==> config.mk <==
export PLATFORM = sky130hd
export DESIGN_NAME = stick_channel_conditioner
export DESIGN_NICKNAME = d
export VERILOG_FILES = /design/src/rtl/core/scc_pkg.sv /design/src/rtl/core/scc_scale.sv /design/src/rtl/core/scc_throttle.sv /design/src/rtl/core/scc_level.sv /design/src/rtl/core/stick_channel_conditioner.sv
export SDC_FILE = /design/constraint.sdc
export NUM_CORES = 2
export LEC_CHECK = 0
export BUFFER_PORTS_ARGS = -buffer_cell sky130_fd_sc_hd__buf_2
export CORE_MARGIN = 3
export CORE_UTILIZATION = 65
export DETAILED_ROUTE_END_ITERATION = 10
export PLACE_DENSITY = 0.84
export SLEW_MARGIN = 20
export SYNTH_ARGS = -nofsm -noshare
export SYNTH_HDL_FRONTEND = slang
export SYNTH_HIERARCHICAL = 1
export SYNTH_SLANG_ARGS = --single-unit
==> constraint.sdc <==
create_clock -name clk -period 21.3 [get_ports clk]
set_input_delay 2.13 -clock clk [delete_from_list [all_inputs] [get_ports clk]]
set_output_delay 2.13 -clock clk [all_outputs]
set_load 0.01 [all_outputs]
==> src/rtl/core/scc_pkg.sv <==
// scc_pkg: shared types and constants for the stick channel conditioner.
// Used by every module in rtl/core; no dependencies.
package scc_pkg;

  localparam int AXIS_W     = 11;
  localparam int ACC_W      = 20;
  localparam int LEVEL_W    = 10;
  localparam int DUTY_W     = 8;
  localparam int SEQ_W      = 8;
  localparam int CFG_DATA_W = 11;
  localparam int CFG_IDX_W  = 3;

  localparam int MILLI_FULL = 1000000;
  localparam int AXIS_LIMIT = 1000;
  localparam int AUX_LIMIT  = 500;

  localparam logic [9:0] DEADZONE_RESET  = 10'd150;
  localparam logic [9:0] THRESHOLD_RESET = 10'd100;

  // floor(acc / 1000) = (acc * Q_MUL) >> Q_SHIFT for acc up to full scale
  localparam logic [20:0] Q_MUL   = 21'd1073742;
  localparam int          Q_SHIFT = 30;
  // floor(v / 3125) = (v * D_MUL) >> D_SHIFT for v below 800000
  localparam logic [20:0] D_MUL   = 21'd1374390;
  localparam int          D_SHIFT = 32;
  localparam logic [6:0]  DUTY_NUM = 7'd51;

  typedef enum logic [CFG_IDX_W-1:0] {
    REG_OFFSET_ROLL  = 3'd0,
    REG_OFFSET_PITCH = 3'd1,
    REG_OFFSET_YAW   = 3'd2,
    REG_DEADZONE     = 3'd3,
    REG_THRESHOLD    = 3'd4
  } reg_index_t;

  typedef struct packed {
    logic signed [AXIS_W-1:0] offset_roll;
    logic signed [AXIS_W-1:0] offset_pitch;
    logic signed [AXIS_W-1:0] offset_yaw;
    logic [9:0]               deadzone;
    logic [9:0]               threshold;
  } cfg_t;

  function automatic logic signed [AXIS_W-1:0] calibrate(
    input logic signed [AXIS_W-1:0] raw,
    input logic signed [AXIS_W-1:0] off
  );
    logic signed [AXIS_W:0] diff;
    logic signed [AXIS_W-1:0] res;
    diff = (AXIS_W + 1)'(raw) - (AXIS_W + 1)'(off);
    if (diff > (AXIS_W + 1)'(AXIS_LIMIT)) begin
      res = AXIS_W'(AXIS_LIMIT);
    end else if (diff < -(AXIS_W + 1)'(AXIS_LIMIT)) begin
      res = -AXIS_W'(AXIS_LIMIT);
    end else begin
      res = diff[AXIS_W-1:0];
    end
    return res;
  endfunction

endpackage

==> src/rtl/core/scc_scale.sv <==
// scc_scale: maps one converter sample to -1000..999, (x - mid) * 1000 / mid,
// truncated toward zero. Depends on scc_pkg.
module scc_scale
  import scc_pkg::*;
#(
  parameter int ADC_BITS = 12
) (
  input  logic [ADC_BITS-1:0]      sample,
  output logic signed [AXIS_W-1:0] axis
);

  localparam int MID = 1 << (ADC_BITS - 1);
  localparam int PW  = ADC_BITS + 11;

  logic signed [ADC_BITS:0] diff;
  logic signed [PW-1:0]     prod;
  logic signed [PW-1:0]     bias;
  logic signed [PW-1:0]     quot;

  assign diff = $signed({1'b0, sample}) - $signed((ADC_BITS + 1)'(MID));
  assign prod = PW'(diff) * $signed(PW'(1000));
  // round toward zero on negative values
  assign bias = prod[PW-1] ? $signed(PW'(MID - 1)) : '0;
  assign quot = (prod + bias) >>> (ADC_BITS - 1);
  assign axis = quot[AXIS_W-1:0];

endmodule

==> src/rtl/core/scc_throttle.sv <==
// scc_throttle: throttle accumulator in milli-units, stepped by twice the
// scaled stick when it clears the threshold, clamped to 0..full scale. Uses scc_pkg.
module scc_throttle
  import scc_pkg::*;
(
  input  logic                     clk,
  input  logic                     rst,
  input  logic                     load,
  input  logic signed [AXIS_W-1:0] stick,
  input  logic [9:0]               threshold,
  output logic [ACC_W-1:0]         acc
);

  logic signed [AXIS_W:0]  stick_w;
  logic signed [AXIS_W:0]  thr_s;
  logic                    move;
  logic signed [ACC_W+1:0] step;
  logic signed [ACC_W+1:0] sum;
  logic [ACC_W-1:0]        acc_next;

  assign stick_w = (AXIS_W + 1)'(stick);
  assign thr_s   = $signed({2'b00, threshold});
  assign move    = (stick_w > thr_s) || (stick_w < -thr_s);
  assign step    = move ? $signed({{(ACC_W - AXIS_W + 1){stick[AXIS_W-1]}}, stick, 1'b0})
                        : '0;
  assign sum     = $signed({2'b00, acc}) + step;

  always_comb begin
    if (sum[ACC_W+1]) begin
      acc_next = '0;
    end else if (sum > $signed((ACC_W + 2)'(MILLI_FULL))) begin
      acc_next = ACC_W'(MILLI_FULL);
    end else begin
      acc_next = sum[ACC_W-1:0];
    end
  end

  always_ff @(posedge clk) begin
    if (rst) begin
      acc <= '0;
    end else if (load) begin
      acc <= acc_next;
    end
  end

endmodule

==> src/rtl/core/scc_level.sv <==
// scc_level: throttle level (whole units, deadzone applied) and LED duty
// from the accumulator. Uses scc_pkg reciprocal constants.
module scc_level
  import scc_pkg::*;
(
  input  logic [ACC_W-1:0]   acc,
  input  logic [9:0]         deadzone,
  output logic [LEVEL_W-1:0] level,
  output logic [DUTY_W-1:0]  duty
);

  logic [40:0]        q_prod;
  logic [LEVEL_W-1:0] units;
  logic [25:0]        scaled;
  logic [19:0]        scaled_lo;
  logic [40:0]        d_prod;

  assign q_prod = 41'(acc) * 41'(Q_MUL);
  assign units  = LEVEL_W'(q_prod >> Q_SHIFT);
  // acc < deadzone*1000 is the same as floor(acc/1000) < deadzone
  assign level  = (units < deadzone) ? '0 : units;

  // acc*255/1e6 = ((acc*51) >> 6) / 3125
  assign scaled    = 26'(acc) * 26'(DUTY_NUM);
  assign scaled_lo = scaled[25:6];
  assign d_prod    = 41'(scaled_lo) * 41'(D_MUL);
  assign duty      = DUTY_W'(d_prod >> D_SHIFT);

endmodule

==> src/rtl/core/stick_channel_conditioner.sv <==
// Stick channel conditioner: three-register pipeline (input, scaled, result).
// An accepted frame is registered in stage A, then in B, then in the result stage C.
// Throughput: one frame per cycle when not stalled; the accumulator steps per frame.
// Stalls propagate back through the stages; bubbles are squeezed out.
// Reset clears all valid bits, the accumulator and the frame counter, and sets
// the offsets to 0, the deadzone to 150 and the rate threshold to 100.
module stick_channel_conditioner
  import scc_pkg::*;
#(
  parameter int ADC_BITS = 12
) (
  input  logic                     clk,
  input  logic                     rst,
  input  logic                     wr_en,
  input  logic [CFG_IDX_W-1:0]     wr_index,
  input  logic [CFG_DATA_W-1:0]    wr_data,
  input  logic                     frame_valid,
  output logic                     frame_stall,
  input  logic [ADC_BITS-1:0]      roll_adc,
  input  logic [ADC_BITS-1:0]      pitch_adc,
  input  logic [ADC_BITS-1:0]      yaw_adc,
  input  logic [ADC_BITS-1:0]      throttle_adc,
  input  logic [ADC_BITS-1:0]      aux_one_adc,
  input  logic [ADC_BITS-1:0]      aux_two_adc,
  input  logic                     button_three_level,
  input  logic                     button_four_level,
  output logic                     result_valid,
  input  logic                     result_stall,
  output logic signed [AXIS_W-1:0] raw_roll,
  output logic signed [AXIS_W-1:0] raw_pitch,
  output logic signed [AXIS_W-1:0] raw_yaw,
  output logic signed [AXIS_W-1:0] roll,
  output logic signed [AXIS_W-1:0] pitch,
  output logic signed [AXIS_W-1:0] yaw,
  output logic [LEVEL_W-1:0]       throttle,
  output logic [DUTY_W-1:0]        led_duty,
  output logic [SEQ_W-1:0]         sequence_res,
  output logic [3:0]               buttons,
  output logic signed [AXIS_W-1:0] aux_one_axis,
  output logic signed [AXIS_W-1:0] aux_two_axis
);

  cfg_t cfg;

  // stage A: input word
  logic                a_valid;
  logic [ADC_BITS-1:0] a_roll, a_pitch, a_yaw, a_throttle, a_aux_one, a_aux_two;
  logic                a_btn_three, a_btn_four;

  // stage B: scaled word
  logic                     b_valid;
  logic signed [AXIS_W-1:0] b_roll, b_pitch, b_yaw, b_aux_one, b_aux_two;
  logic [3:0]               b_buttons;
  logic [SEQ_W-1:0]         b_seq;
  logic [ACC_W-1:0]         b_acc;

  logic [SEQ_W-1:0] frame_counter;

  logic signed [AXIS_W-1:0] s_roll, s_pitch, s_yaw, s_throttle, s_aux_one, s_aux_two;
  logic [LEVEL_W-1:0]       c_level;
  logic [DUTY_W-1:0]        c_duty;

  logic c_free, b_free, a_free, a_adv, b_adv, a_load;

  assign c_free      = !result_valid || !result_stall;
  assign b_free      = !b_valid || c_free;
  assign a_free      = !a_valid || b_free;
  assign b_adv       = b_valid && c_free;
  assign a_adv       = a_valid && b_free;
  assign a_load      = frame_valid && a_free;
  assign frame_stall = !a_free;

  always_ff @(posedge clk) begin
    if (rst) begin
      cfg.offset_roll  <= '0;
      cfg.offset_pitch <= '0;
      cfg.offset_yaw   <= '0;
      cfg.deadzone     <= DEADZONE_RESET;
      cfg.threshold    <= THRESHOLD_RESET;
    end else if (wr_en) begin
      unique case (reg_index_t'(wr_index))
        REG_OFFSET_ROLL:  cfg.offset_roll  <= $signed(wr_data);
        REG_OFFSET_PITCH: cfg.offset_pitch <= $signed(wr_data);
        REG_OFFSET_YAW:   cfg.offset_yaw   <= $signed(wr_data);
        REG_DEADZONE:     cfg.deadzone     <= wr_data[9:0];
        REG_THRESHOLD:    cfg.threshold    <= wr_data[9:0];
        default: ;
      endcase
    end
  end

  // stage A
  always_ff @(posedge clk) begin
    if (rst) begin
      a_valid <= 1'b0;
    end else if (a_free) begin
      a_valid <= frame_valid;
    end
  end

  always_ff @(posedge clk) begin
    if (a_load) begin
      a_roll      <= roll_adc;
      a_pitch     <= pitch_adc;
      a_yaw       <= yaw_adc;
      a_throttle  <= throttle_adc;
      a_aux_one   <= aux_one_adc;
      a_aux_two   <= aux_two_adc;
      a_btn_three <= button_three_level;
      a_btn_four  <= button_four_level;
    end
  end

  scc_scale #(.ADC_BITS(ADC_BITS)) u_scale_roll     (.sample(a_roll),     .axis(s_roll));
  scc_scale #(.ADC_BITS(ADC_BITS)) u_scale_pitch    (.sample(a_pitch),    .axis(s_pitch));
  scc_scale #(.ADC_BITS(ADC_BITS)) u_scale_yaw      (.sample(a_yaw),      .axis(s_yaw));
  scc_scale #(.ADC_BITS(ADC_BITS)) u_scale_throttle (.sample(a_throttle), .axis(s_throttle));
  scc_scale #(.ADC_BITS(ADC_BITS)) u_scale_aux_one  (.sample(a_aux_one),  .axis(s_aux_one));
  scc_scale #(.ADC_BITS(ADC_BITS)) u_scale_aux_two  (.sample(a_aux_two),  .axis(s_aux_two));

  scc_throttle u_throttle (
    .clk       (clk),
    .rst       (rst),
    .load      (a_adv),
    .stick     (s_throttle),
    .threshold (cfg.threshold),
    .acc       (b_acc)
  );

  // stage B
  always_ff @(posedge clk) begin
    if (rst) begin
      b_valid       <= 1'b0;
      frame_counter <= '0;
    end else begin
      if (b_free) begin
        b_valid <= a_valid;
      end
      if (a_adv) begin
        frame_counter <= frame_counter + SEQ_W'(1);
      end
    end
  end

  always_ff @(posedge clk) begin
    if (a_adv) begin
      b_roll    <= s_roll;
      b_pitch   <= s_pitch;
      b_yaw     <= s_yaw;
      b_aux_one <= s_aux_one;
      b_aux_two <= s_aux_two;
      b_seq     <= frame_counter;
      b_buttons <= {!a_btn_four, !a_btn_three,
                    a_aux_two > ADC_BITS'(AUX_LIMIT),
                    a_aux_one > ADC_BITS'(AUX_LIMIT)};
    end
  end

  scc_level u_level (
    .acc      (b_acc),
    .deadzone (cfg.deadzone),
    .level    (c_level),
    .duty     (c_duty)
  );

  // stage C: result word
  always_ff @(posedge clk) begin
    if (rst) begin
      result_valid <= 1'b0;
    end else if (c_free) begin
      result_valid <= b_valid;
    end
  end

  always_ff @(posedge clk) begin
    if (b_adv) begin
      raw_roll     <= b_roll;
      raw_pitch    <= b_pitch;
      raw_yaw      <= b_yaw;
      roll         <= calibrate(b_roll, cfg.offset_roll);
      pitch        <= calibrate(b_pitch, cfg.offset_pitch);
      yaw          <= calibrate(b_yaw, cfg.offset_yaw);
      throttle     <= c_level;
      led_duty     <= c_duty;
      sequence_res <= b_seq;
      buttons      <= b_buttons;
      aux_one_axis <= b_aux_one;
      aux_two_axis <= b_aux_two;
    end
  end

`ifndef NO_ASSERTIONS
  a_acc_bound: assert property (@(posedge clk) disable iff (rst)
    b_acc <= ACC_W'(MILLI_FULL))
    else $error("throttle accumulator above full scale");

  a_seq_step: assert property (@(posedge clk) disable iff (rst)
    a_adv |=> frame_counter == $past(frame_counter) + SEQ_W'(1))
    else $error("frame counter did not step once per word");

  a_hold_b: assert property (@(posedge clk) disable iff (rst)
    (b_valid && result_valid && result_stall) |=> b_valid)
    else $error("scaled word lost while result stalled");

  a_deadzone: assert property (@(posedge clk) disable iff (rst)
    result_valid |-> (throttle == '0 || throttle >= cfg.deadzone))
    else $error("throttle level inside deadzone");
`endif

endmodule

# --- After elaboration in Yosys (flattened, before gate mapping) ---
# Cells that the tools add are included.
op_classes:
  multipliers: 9
  order_cmp: 12
  n_reduce_logical: 23
  n_addsub: 18
  n_eq_ne: 4
  n_mux: 12
ops:
  columns: ["operator", "count"]
  rows:
  - ["$mul 13x8->20 const B", 6]
  - ["$add 22x22->22", 5]
  - ["$mux 11", 9]
  - ["$mul 20x20->39 const B", 2]
  - ["$sub 12x12->13 const B", 6]
  - ["$mux 20", 2]
  - ["$gt 12x11->1 const B", 3]
  - ["$lt 12x11->1 const B", 3]
  - ["$sub 11x11->12", 3]
  - ["$mul 20x6->26 const B", 1]
  - ["$gt 12x9->1 const B", 2]
  - ["$add 21x22->22", 1]
  - ["$add 22x12->22", 1]
  - ["$gt 22x21->1 const B", 1]
  - ["$mux 22", 1]
  - ["$lt 11x12->1", 1]
  - ["$neg 10->12", 1]
  - ["$gt 11x11->1", 1]
  - ["$lt 10x10->1", 1]
  - ["$reduce_and 2->1", 5]
  - ["$add 8x1->8 const B", 1]
  - ["$logic_not 1->1", 7]
  - ["$eq 3x2->1 const B", 2]
  - ["$reduce_or 2->1", 3]
  - ["other kinds (5)", 10]
totals:
  out_inout_bits: 120
  in_bits: 93
  elab_cells: 118
  ff_bits: 343

# --- Longest topological paths before layout ---
logic_depth:
  ltp_word: 11
  mapped_depth: 46
  depth_no_buf: 43

# --- Cells and area by module ---
# Netlist, hierarchy kept.
by_module_without_submodules:
  columns: ["mod", "cells_each", "seq_area_each_um2", "n_inst", "area_each_um2"]
  rows:
  - ["scc_level", 1546, 0.0, 1, 14910.6]
  - ["stick_channel_conditioner", 923, 9058.7, 1, 12620.9]
  - ["scc_scale (u_scale_aux_two ...)", 339, 0.0, 2, 2830.2]
  - ["scc_scale (u_scale_throttle ...)", 337, 0.0, 2, 2792.7]
  - ["scc_throttle", 382, 380.4, 1, 2965.3]
  - ["scc_scale (u_scale_aux_one)", 340, 0.0, 1, 2861.5]
  - ["scc_scale (u_scale_roll)", 323, 0.0, 1, 2790.2]

# --- Worst setup path before layout ---
# No wires, ideal clock.
synth_path:
  kind: "input to register"
  from: "in result_stall"
  to: "reg aux_one_axis[0] (enable)"
  slack_ns: 9.860
  stages: 1
  arrival_ns: 10.666
  path_buffers: 0
  required_ns: 20.526
  setup_time_ns: 0.774
  cell_sequence: "a21boi_0"
synth_via:
  elab_chain_cells: 3
synth_lines:
  columns: ["item", "line", "rtl"]
  rows:
  - ["start: declaration", "stick_channel_conditioner.sv:28", "input logic result_stall,"]
  - ["$logic_not 1->1", "stick_channel_conditioner.sv:65", "assign c_free = !result_valid || !result_stall;"]
  - ["$logic_or 1x1->1", "stick_channel_conditioner.sv:65", null]
  - ["$logic_and 1x1->1", "stick_channel_conditioner.sv:68", "assign b_adv = b_valid && c_free;"]
  - ["end signal: assignment", "stick_channel_conditioner.sv:187", "aux_one_axis <= b_aux_one;"]
  - ["end: declaration", "stick_channel_conditioner.sv:39", "output logic signed [AXIS_W-1:0] aux_one_axis,"]
# Every way passes these cells.
# A chain may end at the register's enable or synchronous reset.

# --- Final worst setup path ---
layout_path:
  from: "reg u_throttle.acc[5]"
  to: "reg led_duty[7], data pin"
layout_via:
  elab_chain_cells: 2
layout_lines:
  columns: ["item", "line", "rtl"]
  rows:
  - ["start: declaration", "scc_throttle.sv:11", "output logic [ACC_W-1:0] acc"]
  - ["start signal: assignment", "scc_throttle.sv:42", "acc <= acc_next;"]
  - ["$mul 20x6->26", "scc_level.sv:24", "assign scaled = 26'(acc) * 26'(DUTY_NUM);"]
  - ["$mul 20x20->39", "scc_level.sv:26", "assign d_prod = 41'(scaled_lo) * 41'(D_MUL);"]
  - ["net c_duty[7]", "stick_channel_conditioner.sv:61", "logic [DUTY_W-1:0] c_duty;"]
  - ["end signal: assignment", "stick_channel_conditioner.sv:184", "led_duty <= c_duty;"]
  - ["end: declaration", "stick_channel_conditioner.sv:36", "output logic [DUTY_W-1:0] led_duty,"]
# The timed path passes the listed nets, and every way through them passes these cells.

==> Flow_metrics.wiki <==
{| class="wikitable"
! Metric !! Value
|-
| Outcome || finished, final reports clean
|-
| Avg Cell Area, Syn || 9.74 um2
|-
| Biggest fanout along the worst timing path || 10
|-
| Vias per inst || 5.66
|-
| Drt initial violations || 2132
|-
| Detailed placement HPWL || 87.1 mm
|-
| Post-synthesis sequential area ratio || 19.9%
|-
| Filler instances || 5231
|-
| Clock Sinks || 342
|-
| Global placer's final weighted congestion || 0.951
|-
| Post-layout net count || 6509
|-
| Post-synth top cells || inv_1, ha_1, fa_1
|-
| Cell count after synthesis || 4866
|-
| Final Setup Violations || 0
|-
| Global routing usage on met2 || 48.7%
|-
| Post-route clock skew || 0.0264 ns
|-
| Postcts setup bufs || 0
|-
| CTS Root Cell || clkbuf_16
|-
| Count of final hold-check violations || 0
|-
| Proportion of register bits with asynchronous set or reset after synthesis || 0%
|-
| Leading cell type by number of instances after synthesis || inv_1
|-
| Maximum Capacitance Violations || 0
|-
| Hold/Removal Path Class || reg -> reg
|-
| Post-DRT Antenna Nets || 0
|-
| Setup repair after global routing missed its margin || false
|-
| Count of pins on the block boundary || 213
|-
| Antenna violations before repair || 2
|-
| Crit path capture type || flop
|-
| Setup Total Neg Slack || 0 ns
|-
| Number of distinct standard cells referenced by the synthesized netlist || 138
|-
| Number of storage elements in the synthesis netlist || 342
|-
| Number of buffers created by CTS || 39
|-
| Crit start category || flop
|-
| Post-route clock period utilization || 50.2%
|-
| Clock tree from TritonCTS || done
|-
| Clock Tree Buf Depth || 3
|-
| Starting utilization of the core area || 66.0%
|-
| Drc violations || 0
|-
| Detail-routed net length per standard cell || 17.3 um
|-
| Clock-pin slew of the registers on the worst-case setup and hold paths || 0.07 ns
|-
| Final slew viol count || 0
|-
| Synth-to-Final Area Change || 7.43%
|-
| Post-synth top area share || 22.0%
|-
| Signal arrival time at the worst endpoint || 11.01 ns
|-
| Total number of H-tree levels || 2
|-
| Slowest stage delay, CP || 0.74 ns
|-
| Cells taking the most area after synthesis || fa_1, ha_1, edfxtp_1
|-
| GRT Util Overall || 27.7%
|-
| Critical path's slowest cell || dfxtp_1
|-
| Number of hold buffers added after cts || 0
|-
| Total detailed-routing wirelength || 105 mm
|-
| Number of cell rows || 98
|-
| Max Clk Rate || 93.6 MHz
|-
| Worst Max-Slew Pin Slew || 0.979 ns
|-
| GRT busiest layer || met2
|-
| GR met1 Demand/Resource || 36.3%
|-
| Overflow left after global routing || 0
|-
| Netlist Area Pre-Place || 47400 um2
|-
| Slew headroom || 34.3%
|-
| Core Footprint || 71900 um2
|-
| Die Y-Extent || 276 um
|-
| Share of post-route cells with drive strength above 1 || 8.28%
|-
| Count of warnings emitted by yosys || 6
|-
| Via count of the first global-routing pass || 35600
|-
| Clock insertion delay at the later pin of the skew report || 0.59 ns
|-
| Cell type contributing the most total cell area after synthesis || fa_1
|-
| Die Span X || 276 um
|-
| Count of flip-flops with a built-in enable after synthesis || 259
|-
| First-pass GRT wire length || 175 mm
|-
| Path type of the worst setup path || reg -> reg
|-
| Worst endpoint required time || 21.62 ns
|-
| Minimum clock period || 10.69 ns
|-
| Overall via count from detail_route || 34300
|-
| Total die area || 76200 um2
|-
| Cells resized by post-CTS repair || 0
|-
| Synthesized Nets || 6298
|-
| Number of buffers added on ports || 212
|-
| Length of the first detailed-routing pass in iterations || 5
|-
| Maximum number of pins on one net before global-route repair || 75
|-
| Top FF cell, synth || edfxtp_1
|-
| Routing usage on met3 || 3.01%
|}
-- registers in the layout, indices dropped and copies added, names as in the netlist, 12 cells and up --
register,flops
cfg,53
a_throttle,12
a_aux_one,12
a_yaw,12
a_aux_two,12
a_roll,12
a_pitch,12
u_throttle/acc,19
-- stage by stage --
step                util [%]  instances  setup WS, ns  hold slack, ns  area, um2
finish                  70.9       6060         10.61           0.417      50900
global route            70.9       6060          9.91           0.421      50900
CTS                     70.9       6058         10.68           0.409      50900
detailed placement      68.9       5986         10.71           0.405      49500
global placement        68.9       5986         10.96           0.402      49500
floorplan                  -       4866          9.86           0.400      47400
-- cell usage in the layout (no fill, tap or decap), drive strengths merged, types with 22 or more instances in the layout --
cell	synthesis	final
o211ai	29	29
nand2	261	261
xor2	100	100
and3	24	24
edfxtp	259	259
dfxtp	83	83
nand3	94	94
or2	22	22
o31ai	23	23
inv	1277	1286
nor3	54	54
a21oi	227	227
nor2b	60	60
a21o	77	77
xnor2	148	148
buf	18	226
o21a	37	37
nor2	137	137
clkbuf	38	43
o21ai	116	116
ha	818	818
fa	521	521
a211oi	39	39
nand2b	26	26
-- metal layers --
layer  wire (um)  part of all wire, %
met3        4800                  4.6
met5           0                    0
met2       51900                   50
met1       44700                   43
met4        3200                  3.1
-- worst paths after layout --
kind | startpoint | to | slack (ns) | cells after the start
setup / recovery | u_throttle/acc[5] | led_duty[7] | 10.61 | 35
hold / removal | b_buttons[2] | buttons[2] | 0.42 | 0
setup reg to reg | u_throttle/acc[5] | led_duty[7] | 10.61 | 35
hold reg to reg | b_buttons[2] | buttons[2] | 0.42 | 0
-- cells by family (layout without fill, tap and decap cells) --
| logic type | after synthesis | in the layout | synth area share (%) |
|---|---|---|---|
| multiplexers | 13 | 13 | 0.282 |
| flip-flops | 342 | 342 | 19.9 |
| AO/OA/AOI/OAI | 755 | 755 | 11.6 |
| other | 1 | 3 | 0.00791 |
| adder cells (fa/ha/maj) | 1347 | 1347 | 43.8 |
| AND/OR/NAND/NOR | 825 | 825 | 9.03 |
| XOR/XNOR | 249 | 249 | 4.75 |
| buffers and inverters | 1334 | 1576 | 10.7 |
-- layout make-up --
type | instances | area, um2 | share of cell area (%)
diodes | 2 | 5.00 | 0.00983
clock buffers | 43 | 1010 | 1.99
clock inverters | 29 | 380 | 0.747
inverters | 1278 | 4800 | 9.42
multi-input cells | 3190 | 32900 | 64.7
flip-flops and latches | 342 | 9440 | 18.5
well taps | 950 | 1190 | 2.33
repair buffers | 226 | 1170 | 2.29
-- worst max-delay path: cells and delay by family, from the launching register on --
| family | cells | cell delay [ns] |
|---|---|---|
| adder cells (fa/ha/maj) | 11 | 4.69 |
| AO/OA/AOI/OAI | 9 | 2.28 |
| XOR/XNOR | 4 | 1.42 |
| flip-flops | 1 | 0.74 |
| AND/OR/NAND/NOR | 5 | 0.64 |
| buffers and inverters | 6 | 0.63 |
Power is left out: the tool's default activity adds up to more than one toggle a clock period on the data nets, which glitch-free logic cannot reach.
